## src/rtl/vra_pkg.sv

```systemverilog
// ----------------------------------------------------------------------------
// vra_pkg
// Shared types and constants for the value rank assigner.
// ----------------------------------------------------------------------------
`default_nettype none

package vra_pkg;

    localparam int RANK_W  = 7;
    localparam int VALUE_W = 32;

    typedef struct packed {
        logic wr_en;        // store incoming value or flag overflow
        logic set_clr;      // clear item count and overflow flag
        logic k_clr;        // restart result index
        logic k_inc;        // next result index
        logic key_rd;       // read entry at result index
        logic sweep_start;  // latch key, restart sweep and rank
        logic sweep_en;     // step the compare sweep
        logic load_out;     // load output registers
    } vra_cmd_t;

    typedef struct packed {
        logic sweep_done;
        logic out_last;
    } vra_sts_t;

endpackage

`default_nettype wire

```

## src/rtl/vra_ctrl.sv

```systemverilog
// ----------------------------------------------------------------------------
// vra_ctrl
// Controller: load phase, then per-result key read, compare sweep and emit.
// ----------------------------------------------------------------------------
`default_nettype none

module vra_ctrl
    import vra_pkg::*;
(
    input  wire logic     clk,
    input  wire logic     rst_n,
    input  wire logic     in_valid,
    input  wire logic     is_last,
    input  wire logic     out_stall,
    input  wire vra_sts_t sts,
    output vra_cmd_t      cmd,
    output logic          in_stall,
    output logic          out_valid
);

    localparam logic [2:0] ST_LOAD  = 3'd0;
    localparam logic [2:0] ST_KEY   = 3'd1;
    localparam logic [2:0] ST_KEYW  = 3'd2;
    localparam logic [2:0] ST_SWEEP = 3'd3;
    localparam logic [2:0] ST_EMIT  = 3'd4;

    logic [2:0] state_reg;
    logic [2:0] state_next;

    always_ff @(posedge clk or negedge rst_n)
    begin
        if (!rst_n)
        begin
            state_reg <= ST_LOAD;
        end
        else
        begin
            state_reg <= state_next;
        end
    end

    assign in_stall  = (state_reg != ST_LOAD);
    assign out_valid = (state_reg == ST_EMIT);

    always_comb
    begin
        cmd        = '0;
        state_next = state_reg;
        case (state_reg)
            ST_LOAD:
            begin
                if (in_valid)
                begin
                    cmd.wr_en = 1'b1;
                    if (is_last)
                    begin
                        cmd.k_clr  = 1'b1;
                        state_next = ST_KEY;
                    end
                end
            end
            ST_KEY:
            begin
                cmd.key_rd = 1'b1;
                state_next = ST_KEYW;
            end
            ST_KEYW:
            begin
                cmd.sweep_start = 1'b1;
                state_next      = ST_SWEEP;
            end
            ST_SWEEP:
            begin
                cmd.sweep_en = 1'b1;
                if (sts.sweep_done)
                begin
                    cmd.load_out = 1'b1;
                    state_next   = ST_EMIT;
                end
            end
            ST_EMIT:
            begin
                if (!out_stall)
                begin
                    if (sts.out_last)
                    begin
                        cmd.set_clr = 1'b1;
                        state_next  = ST_LOAD;
                    end
                    else
                    begin
                        cmd.k_inc  = 1'b1;
                        state_next = ST_KEY;
                    end
                end
            end
            default:
            begin
                state_next = ST_LOAD;
            end
        endcase
    end

endmodule

`default_nettype wire

```

## src/rtl/vra_datapath.sv

```systemverilog
// ----------------------------------------------------------------------------
// vra_datapath
// Value store, item count, single comparator sweep and output registers.
// ----------------------------------------------------------------------------
`default_nettype none

module vra_datapath
    import vra_pkg::*;
#(
    parameter int MAX_ITEMS = 64
)
(
    input  wire logic                      clk,
    input  wire logic                      rst_n,
    input  wire vra_cmd_t                  cmd,
    input  wire logic signed [VALUE_W-1:0] value,
    output vra_sts_t                       sts,
    output logic [RANK_W-1:0]              rank,
    output logic                           last_rank,
    output logic                           overflowed
);

    localparam int CW = $clog2(MAX_ITEMS + 1);
    localparam int IW = (MAX_ITEMS > 1) ? $clog2(MAX_ITEMS) : 1;

    logic signed [VALUE_W-1:0] store_mem [MAX_ITEMS];

    logic [CW-1:0]             count_reg;
    logic [CW-1:0]             count_next;
    logic                      overflow_reg;
    logic                      overflow_next;
    logic [IW-1:0]             k_reg;
    logic [IW-1:0]             k_next;
    logic [CW-1:0]             j_reg;
    logic [CW-1:0]             j_next;
    logic                      pend_reg;
    logic                      pend_next;
    logic [IW-1:0]             pend_idx_reg;
    logic signed [VALUE_W-1:0] key_reg;
    logic signed [VALUE_W-1:0] rd_data_reg;
    logic [RANK_W-1:0]         rank_acc_reg;
    logic [RANK_W-1:0]         rank_acc_next;
    logic [RANK_W-1:0]         rank_reg;
    logic                      last_rank_reg;
    logic                      overflowed_reg;

    logic                      full;
    logic                      issue;
    logic                      hit;
    logic [IW-1:0]             rd_addr;

    assign full    = (count_reg == CW'(MAX_ITEMS));
    assign issue   = cmd.sweep_en && (j_reg != count_reg);
    assign rd_addr = cmd.key_rd ? k_reg : j_reg[IW-1:0];
    // smaller, or equal and loaded earlier
    assign hit     = pend_reg && ((rd_data_reg < key_reg) ||
                     ((rd_data_reg == key_reg) && (pend_idx_reg < k_reg)));

    always_comb
    begin
        count_next    = count_reg;
        overflow_next = overflow_reg;
        if (cmd.set_clr)
        begin
            count_next    = '0;
            overflow_next = 1'b0;
        end
        else if (cmd.wr_en)
        begin
            if (full)
            begin
                overflow_next = 1'b1;
            end
            else
            begin
                count_next = count_reg + CW'(1);
            end
        end
    end

    always_comb
    begin
        k_next = k_reg;
        if (cmd.k_clr)
        begin
            k_next = '0;
        end
        else if (cmd.k_inc)
        begin
            k_next = k_reg + IW'(1);
        end
    end

    always_comb
    begin
        j_next        = j_reg;
        pend_next     = pend_reg;
        rank_acc_next = rank_acc_reg;
        if (cmd.sweep_start)
        begin
            j_next        = '0;
            pend_next     = 1'b0;
            rank_acc_next = RANK_W'(1);
        end
        else if (cmd.sweep_en)
        begin
            pend_next = issue;
            if (issue)
            begin
                j_next = j_reg + CW'(1);
            end
            if (hit)
            begin
                rank_acc_next = rank_acc_reg + RANK_W'(1);
            end
        end
    end

    always_ff @(posedge clk or negedge rst_n)
    begin
        if (!rst_n)
        begin
            count_reg    <= '0;
            overflow_reg <= 1'b0;
            k_reg        <= '0;
            j_reg        <= '0;
            pend_reg     <= 1'b0;
            rank_acc_reg <= '0;
        end
        else
        begin
            count_reg    <= count_next;
            overflow_reg <= overflow_next;
            k_reg        <= k_next;
            j_reg        <= j_next;
            pend_reg     <= pend_next;
            rank_acc_reg <= rank_acc_next;
        end
    end

    always_ff @(posedge clk)
    begin
        if (cmd.wr_en && !full)
        begin
            store_mem[count_reg[IW-1:0]] <= value;
        end
        if (cmd.key_rd || issue)
        begin
            rd_data_reg <= store_mem[rd_addr];
        end
    end

    always_ff @(posedge clk)
    begin
        if (issue)
        begin
            pend_idx_reg <= j_reg[IW-1:0];
        end
        if (cmd.sweep_start)
        begin
            key_reg <= rd_data_reg;
        end
        if (cmd.load_out)
        begin
            rank_reg       <= rank_acc_reg;
            last_rank_reg  <= ((CW'(k_reg) + CW'(1)) == count_reg);
            overflowed_reg <= overflow_reg;
        end
    end

    assign sts.sweep_done = (j_reg == count_reg) && !pend_reg;
    assign sts.out_last   = last_rank_reg;
    assign rank           = rank_reg;
    assign last_rank      = last_rank_reg;
    assign overflowed     = overflowed_reg;

endmodule

`default_nettype wire

```

## src/rtl/value_rank_assigner_unit.sv

```systemverilog
// ----------------------------------------------------------------------------
// value_rank_assigner_unit
// Loads a set of signed values, then emits each value's ascending rank in
// load order.
//
//   channel  | direction | handshake           | payload
//   ---------+-----------+---------------------+------------------------------
//   input    | in        | in_valid / in_stall | value, is_last
//   output   | out       | out_valid/out_stall | rank, last_rank, overflowed
//
// Loading accepts one request per cycle; in_stall is low only while loading.
// After the last request, each rank is made in turn by a key read, a key
// latch, a sweep through the single comparator and an emit, all bound by
// the one read port of the value store; a stalled output extends the emit state.
// Reset clears the controller, item count and overflow flag; no clear pass.
// ----------------------------------------------------------------------------
`default_nettype none

module value_rank_assigner_unit
    import vra_pkg::*;
#(
    parameter int MAX_ITEMS = 64
)
(
    input  wire logic                      clk,
    input  wire logic                      rst_n,
    input  wire logic                      in_valid,
    output logic                           in_stall,
    input  wire logic signed [VALUE_W-1:0] value,
    input  wire logic                      is_last,
    output logic                           out_valid,
    input  wire logic                      out_stall,
    output logic [RANK_W-1:0]              rank,
    output logic                           last_rank,
    output logic                           overflowed
);

    vra_cmd_t cmd;
    vra_sts_t sts;

    vra_ctrl u_ctrl (
        .clk       (clk),
        .rst_n     (rst_n),
        .in_valid  (in_valid),
        .is_last   (is_last),
        .out_stall (out_stall),
        .sts       (sts),
        .cmd       (cmd),
        .in_stall  (in_stall),
        .out_valid (out_valid)
    );

    vra_datapath #(
        .MAX_ITEMS (MAX_ITEMS)
    ) u_datapath (
        .clk        (clk),
        .rst_n      (rst_n),
        .cmd        (cmd),
        .value      (value),
        .sts        (sts),
        .rank       (rank),
        .last_rank  (last_rank),
        .overflowed (overflowed)
    );

`ifndef SYNTHESIS
    a_no_overlap: assert property (@(posedge clk) disable iff (!rst_n)
        out_valid |-> in_stall)
        else $error("output request while input open");

    a_last_starts_rank: assert property (@(posedge clk) disable iff (!rst_n)
        (in_valid && !in_stall && is_last) |=> in_stall)
        else $error("input not closed after last request");

    a_rank_range: assert property (@(posedge clk) disable iff (!rst_n)
        out_valid |-> ((rank != '0) && (rank <= RANK_W'(MAX_ITEMS))))
        else $error("rank out of range");

    a_reopen_after_last: assert property (@(posedge clk) disable iff (!rst_n)
        (out_valid && !out_stall && last_rank) |=> !in_stall)
        else $error("input not reopened after final rank");
`endif

endmodule

`default_nettype wire

```

## config.mk

```make
export PLATFORM = sky130hd
export DESIGN_NAME = value_rank_assigner_unit
export DESIGN_NICKNAME = d
export VERILOG_FILES = /design/src/rtl/vra_pkg.sv /design/src/rtl/vra_ctrl.sv /design/src/rtl/vra_datapath.sv /design/src/rtl/value_rank_assigner_unit.sv
export SDC_FILE = /design/constraint.sdc
export NUM_CORES = 2
export LEC_CHECK = 0
export BUFFER_PORTS_ARGS = -buffer_cell sky130_fd_sc_hd__buf_2
export CAP_MARGIN = 20
export CELL_PAD_IN_SITES_DETAIL_PLACEMENT = 0
export CELL_PAD_IN_SITES_GLOBAL_PLACEMENT = 2
export CORE_ASPECT_RATIO = 0.6
export CORE_UTILIZATION = 41
export CTS_CLUSTER_SIZE = 28
export DETAILED_ROUTE_END_ITERATION = 8
export PLACE_DENSITY = 0.78
export REMOVE_ABC_BUFFERS = 1
export SLEW_MARGIN = 20
export SYNTH_ARGS = -nofsm -noshare
export SYNTH_HDL_FRONTEND = slang
export SYNTH_SLANG_ARGS = --single-unit
```

## constraint.sdc

```tcl
create_clock -name clk -period 4.9 [get_ports clk]
set_input_delay 1.225 -clock clk [delete_from_list [all_inputs] [get_ports clk]]
set_output_delay 1.225 -clock clk [all_outputs]
set_load 0.02 [all_outputs]
```

Yosys cells after proc, flatten, opt, wreduce, memory -nomap -nowiden. Memory sizes are Yosys's and may differ from the RTL's. A register that Yosys moved wholly into a read port is not among the register bits. Index checks and enable logic that the tools add are counted.

Bits of input ports: 37. Bits in registers: 79. Word-level logic and storage cells: 96. Memories: 1. Output and inout port bits: 11. RAM bits: 2048.

Eq/ne operators: 14. $lt $le $gt $ge: 2. Multiplexer cells: 40. $add $sub $neg: 5. Reduce and logical (&&, ||, !) cells: 22.

Memories: u_datapath.store_mem (depth 64, bits a word 32, read ports 1, clocked after memory_dff 1, write ports 1, RTL line vra_datapath.sv:26) `logic signed [VALUE_W-1:0] store_mem [MAX_ITEMS];`.

Operator list (number): $mux 7 (9); $eq 32x32->1 (1); $lt 32x32->1 (1); $mux 1 (22); $add 7x1->7 const B (3); $mux 6 (3); $pmux 3 s5 (1); $eq 7x7->1 (2); $mux 3 (4); $reduce_bool 2->1 (6); $ne 2x2->1 const B (5); $reduce_and 2->1 (4); $add 6x1->7 const B (1); $eq 7x7->1 const B (1); $ne 7x7->1 (1); $add 6x1->6 const B (1); $eq 3x2->1 const B (2); $lt 6x6->1 (1); $logic_and 1x1->1 (5); $reduce_and 4->1 (1); $eq 3x1->1 const B (1); $eq 3x3->1 const B (1); $logic_not 3->1 (1); $reduce_bool 3->1 (1); 3 further kinds (5).

Longest topological paths before layout.
Depth in word-level cells: 8. Depth in mapped cells: 11. Gate-level depth less buffers: 11.

By module. Synthesis repeated with hierarchy kept, for this count alone.

Cells, all modules: 4162. Area, all modules: 83940.5 µm².

Modules (own cells, without submodules): vra_datapath (cells an instance 4136, times used 1, sequential area each 64597.0 µm², area each 83732.8 µm²); vra_ctrl (cells an instance 26, times used 1, sequential area each 75.1 µm², area each 207.7 µm²).

Worst setup path after synthesis. OpenSTA, ideal clock, no wires.

Kind: input to register. Start point: input in_valid. End point: memory u_datapath.store_mem[7][0] (enable). Required time: 4398 ps. Library setup time: 502 ps. Cell stages on the path: 3. Slack: -341 ps. Buffers on the path: 0. Arrival: 4739 ps. Cells stage by stage: and2_1 nand4_1 nor4_1.

Longest elaborated chain between the ends: 5.

Ends and longest elaborated chain: start, declared (RTL line value_rank_assigner_unit.sv:27) `input wire logic in_valid,`; $mux 1 (RTL line vra_ctrl.sv:52) `if (in_valid)`; $mux 1 (RTL line vra_ctrl.sv:49) `case (state_reg)`; $logic_and 1x1->1 (RTL line vra_datapath.sv:143) `if (cmd.wr_en && !full)`; $mux 1 (RTL line vra_datapath.sv:143); $mux 1 (not written as such) (RTL line vra_datapath.sv:145) `store_mem[count_reg[IW-1:0]] <= value;`; end, declared (RTL line vra_datapath.sv:26).

No other way between the ends.

Worst setup path in the final report.
Start point: register u_ctrl.state_reg[0]. End point: register u_datapath.rd_data_reg[8] (read register of u_datapath.store_mem), data pin.

Longest elaborated chain between the ends: 4.

Ends and longest elaborated chain: start, declared (RTL line vra_ctrl.sv:27) `logic [2:0] state_reg;`; start signal, assigned (RTL line vra_ctrl.sv:38) `state_reg <= state_next;`; $eq 3x2->1 (RTL line vra_ctrl.sv:49); $mux 2 (RTL line vra_ctrl.sv:49); $logic_and 1x1->1 (RTL line vra_datapath.sv:53) `assign issue = cmd.sweep_en && (j_reg != count_reg);`; $logic_or 1x1->1 (RTL line vra_datapath.sv:147) `if (cmd.key_rd || issue)`; end, declared (RTL line vra_datapath.sv:40) `logic signed [VALUE_W-1:0] rd_data_reg;`.

Several ways; a longest one is shown, not always the timed one. A chain may end at the register's enable or synchronous reset.

==> impl_summary.log <==
[metrics] Post-Route Skew: 0.0438 ns
[metrics] final RePlAce weighted congestion: between 0.8 and 0.9
[metrics] Crit path buffers/inverters: 2
[metrics] sequential fraction of the synthesis area: between 70% and 80%
[metrics] root buffer selected by CTS: clkbuf_16
[metrics] Global Route Usage Sum: 24.6%
[metrics] Slowest Stage Delay on Critical Path: 0.75 ns
[metrics] post-CTS clock slew at the launch and capture registers of the worst setup and hold paths: around 0.07 ns
[metrics] post-route insts no fill: between 9,000 and 10,000
[metrics] RSZ-0062 raised after global routing: false
[metrics] share of power burned in the clock network: a little over a quarter
[metrics] slowest stage cell on the critical path: mux2_8
[metrics] ys flop type: edfxtp_1
[metrics] post_cts resized: 0
[metrics] Internal Dissipation: between 30 and 40 mW
[metrics] placed cells: 9,130
[metrics] clock tree from TritonCTS: done
[metrics] drt total wl: 263 mm
[metrics] starting density of the core: ~41%
[metrics] Area Overhead vs Synth: 13.1%
[metrics] post-cts hold buffer count: 0
[metrics] post-placement worst setup slack: ~0.52 ns
[metrics] PwrDens: around 560 mW/mm^2
[metrics] number of enable flip-flop cells after synthesis: 2,127
[metrics] relative slew slack: 21.5%
[metrics] sequential cell fraction of total power: 39.3%
[metrics] # clock sinks: roughly 2,200
[metrics] fraction of layout cells with a size suffix above 1: under 10%
[metrics] violated checks: antenna violations
[metrics] Final min period: roughly 4.5 ns
[metrics] share of flip-flops with an asynchronous set or reset after synthesis: under 10%
[metrics] measured slew at the worst slew-check pin: 1.17 ns
[metrics] Avg Synthesized Cell Area: approximately 13 um^2
[metrics] Crit Path Category: flop to flop
[metrics] pin count of the biggest net entering global routing: around 130
[metrics] post-detail-place hpwl: ~150 mm
[metrics] total net switching power: approximately 20 mW
[metrics] I/O pin count: 48
[metrics] run status: complete, but fails checks
[metrics] least setup slack across all paths after layout: 0.419 ns
[metrics] Die Footprint: between 0.2 and 0.25 mm^2
[metrics] total grt overflow: 0
[metrics] kind of cell with the highest combined delay on the critical path: simple AND/OR/NAND/NOR gates
[metrics] placeable core region: between 0.2 and 0.25 mm^2
[metrics] final setup violating endpoints: 0
[metrics] Final Cycle Share: 91.5%
[metrics] number of maximum-capacitance constraint violations: 0
[metrics] synthesized netlist cell count: approximately 6,500
[metrics] average detailed-routed wire length per instance: 27.7 um
[metrics] combinational group share of total power: 33.4%
[metrics] number of hold violations in the final report: 0
[metrics] CTS H-tree depth: 4
[metrics] TritonCTS Buffers: between 200 and 250
[metrics] vias in the first global route: between 50,000 and 60,000
[metrics] Largest register FFs: approximately 2,000
[metrics] crit-path max FO: 59
[metrics] setup slack of the worst register-to-register path: around 0.42 ns
[metrics] required time at the worst-slack endpoint: roughly 5.5 ns
[metrics] number of input and output port buffers inserted: 47
[metrics] antenna violations before repair: 14
[metrics] chip height: about 360 um
[metrics] endpoint arrival time on the critical path: 5.05 ns
[metrics] violation count after the first detailed-route iteration: roughly 7,500
[metrics] Clock Tree Buf Depth: 4
[metrics] crit end category: flop
[metrics] number of distinct library cells after synthesis: 48
[metrics] via count normalized by instance count: around 5.8
[metrics] switch share: a little over a third
[metrics] Setup crit start kind: flop
[metrics] die width: roughly 590 um
[metrics] number of placement rows: around 130
[metrics] YS warnings: 0
[metrics] worst IR drop on VDD: approximately 0.44 mV
[metrics] Max Fclk: approximately 220 MHz
[metrics] hold crit path type: flop to flop
[metrics] wire length of the first global-routing pass: 378 mm
[metrics] remaining design rule violation count: 0
[metrics] drt pass-1 iters: 6
[metrics] via total after detailed routing: 55,200
[metrics] final net count: ~6,700
[metrics] worst hold slack: 0.457 ns
[metrics] Slew Limit Fails: 0
[metrics] post-synthesis instance area: 0.0857 mm^2
[metrics] leakage component of the power: between 30 and 40 nW
[metrics] number of flip-flops and latches in the synthesized netlist: ~2,200
[metrics] antenna viol nets, final: 1
[metrics] Post CTS Setup Buffer Count: 0
[metrics] summed negative setup slack over all endpoints: 0 ns
[metrics] clock latency at the later pin of the worst-skew pair: 0.85 ns
[metrics] critical path, cell by cell: nor3b_4 -> mux2_8 -> buf_12 -> buf_4 -> nand3_1 -> a31oi_1 -> o22ai_1 -> or4_1
-- metrics by stage --
step,instance area (um^2),power (mW),util (%)
finish,97000,54.3,46.9
global route,96900,56.7,46.8
CTS,96900,54.4,46.8
detailed placement,90900,39.7,44.0
global placement,90900,39.6,44.0
floorplan,83800,28.8,-
-- cell usage in the layout (no fill, tap or decap), drive strengths merged, types with 2 or more instances in the layout --
cell type     n
edfxtp     2127
nand2      2083
nand3       532
buf         333
and3        264
clkbuf      263
a31oi       258
a311oi      256
o22ai       128
nor2         87
clkinv       68
inv          48
ha           42
or4          33
dfrtp        32
a21oi        28
o21ai        18
xor2         14
xnor2        12
nand4        12
diode        11
or3          10
nor3          9
bufinv        8
mux2i         7
nand2b        7
a21o          6
nor3b         6
nor4          5
or2           4
nor2b         3
mux2          3
a211oi        3
o21a          2
a221oi        2
o31ai         2
clkinvlp      2
-- cell type report --
class                   instances  area (um^2)
fillers                     18200       110000
flip-flops and latches       2159        64700
clock buffers                 263         5320
repair buffers                333         3130
well taps                    2751         3440
clock inverters                83          602
multi-input cells            3846        19600
diodes                         11         27.5
inverters                      43          161
-- power groups by stage --
| stage | clock network [mW] | registers (mW) | logic [mW] |
|---|---|---|---|
| 2_1_floorplan | 0 | 21.4 | 7.42 |
| 3_3_place_gp | 0 | 21.7 | 17.9 |
| 3_5_place_dp | 0 | 21.7 | 18.0 |
| 4_1_cts | 15.0 | 21.3 | 18.0 |
| 5_1_grt | 15.8 | 21.4 | 19.6 |
| 6_report | 14.8 | 21.4 | 18.2 |
-- synthesized netlist by cell type (3+ instances only) --
master       n  area [um^2]
clkbuf_1   273         1020
nor3b_1      5         37.5
or2_2        4         25.0
or3_1       10         62.6
xnor2_1     12          105
a31oi_1    258         1610
o22ai_1    128          801
inv_1       43          161
mux2i_1      7         70.1
and3_1     264         1650
nand3_1    532         2660
or4_1       33          248
a21oi_1     28          140
nor3_1       9         45.0
dfrtp_1     32          801
a21o_1       6         45.0
nand4_1     12         75.1
a311oi_1   256         2240
nand2b_1     7         43.8
xor2_1      14          123
nor2_1      87          327
buf_2      111          556
o21ai_0     18         90.1
edfxtp_1  2127        63900
buf_4       13         97.6
nor2b_1      3         18.8
buf_6        5         56.3
a211oi_1     3         22.5
nor4_1       5         31.3
buf_1       37          139
nand2_1   2083         7820
ha_1        42          526
-- path summary, 6_finish.rpt --
kind,start,endpoint,cells after the start
max in group asynchronous,rst_n,u_datapath.rank_acc_reg[6],1
min in group asynchronous,rst_n,u_datapath.overflow_reg,1
setup reg to reg,u_ctrl.state_reg[0],u_datapath.rd_data_reg[8],8
hold reg to reg,u_datapath.overflow_reg,u_datapath.overflowed,0
setup / recovery,u_ctrl.state_reg[0],u_datapath.rd_data_reg[8],8
hold / removal,u_datapath.overflow_reg,u_datapath.overflowed,0
-- worst register-to-register path, delay by kind of cell (launching register included) --
family | cells | cell delay [ns]
multiplexers | 1 | 0.75
flip-flops | 1 | 0.45
AND/OR/NAND/NOR | 3 | 1.38
AO/OA/AOI/OAI | 2 | 0.95
buffers and inverters | 2 | 0.67
-- per-layer routing --
layer | GRT usage [%] | wire length (um) | share of wire [%]
met3 | 4.69 | 25500 | 9.7
met2 | 34.0 | 108000 | 41
met1 | 40.0 | 125000 | 47
met4 | 4.85 | 4800 | 1.8
met5 | 0 | 13 | 0.0049
-- kinds of logic after synthesis --
family                   synth area share, %
AO/OA/AOI/OAI                           5.91
XOR/XNOR                               0.266
adder cells (fa/ha/maj)                0.613
buffers and inverters                   2.37
flip-flops                              75.4
multiplexers                           0.121
AND/OR/NAND/NOR                         15.3
No activity file was read; power rests on OpenSTA's default activity.
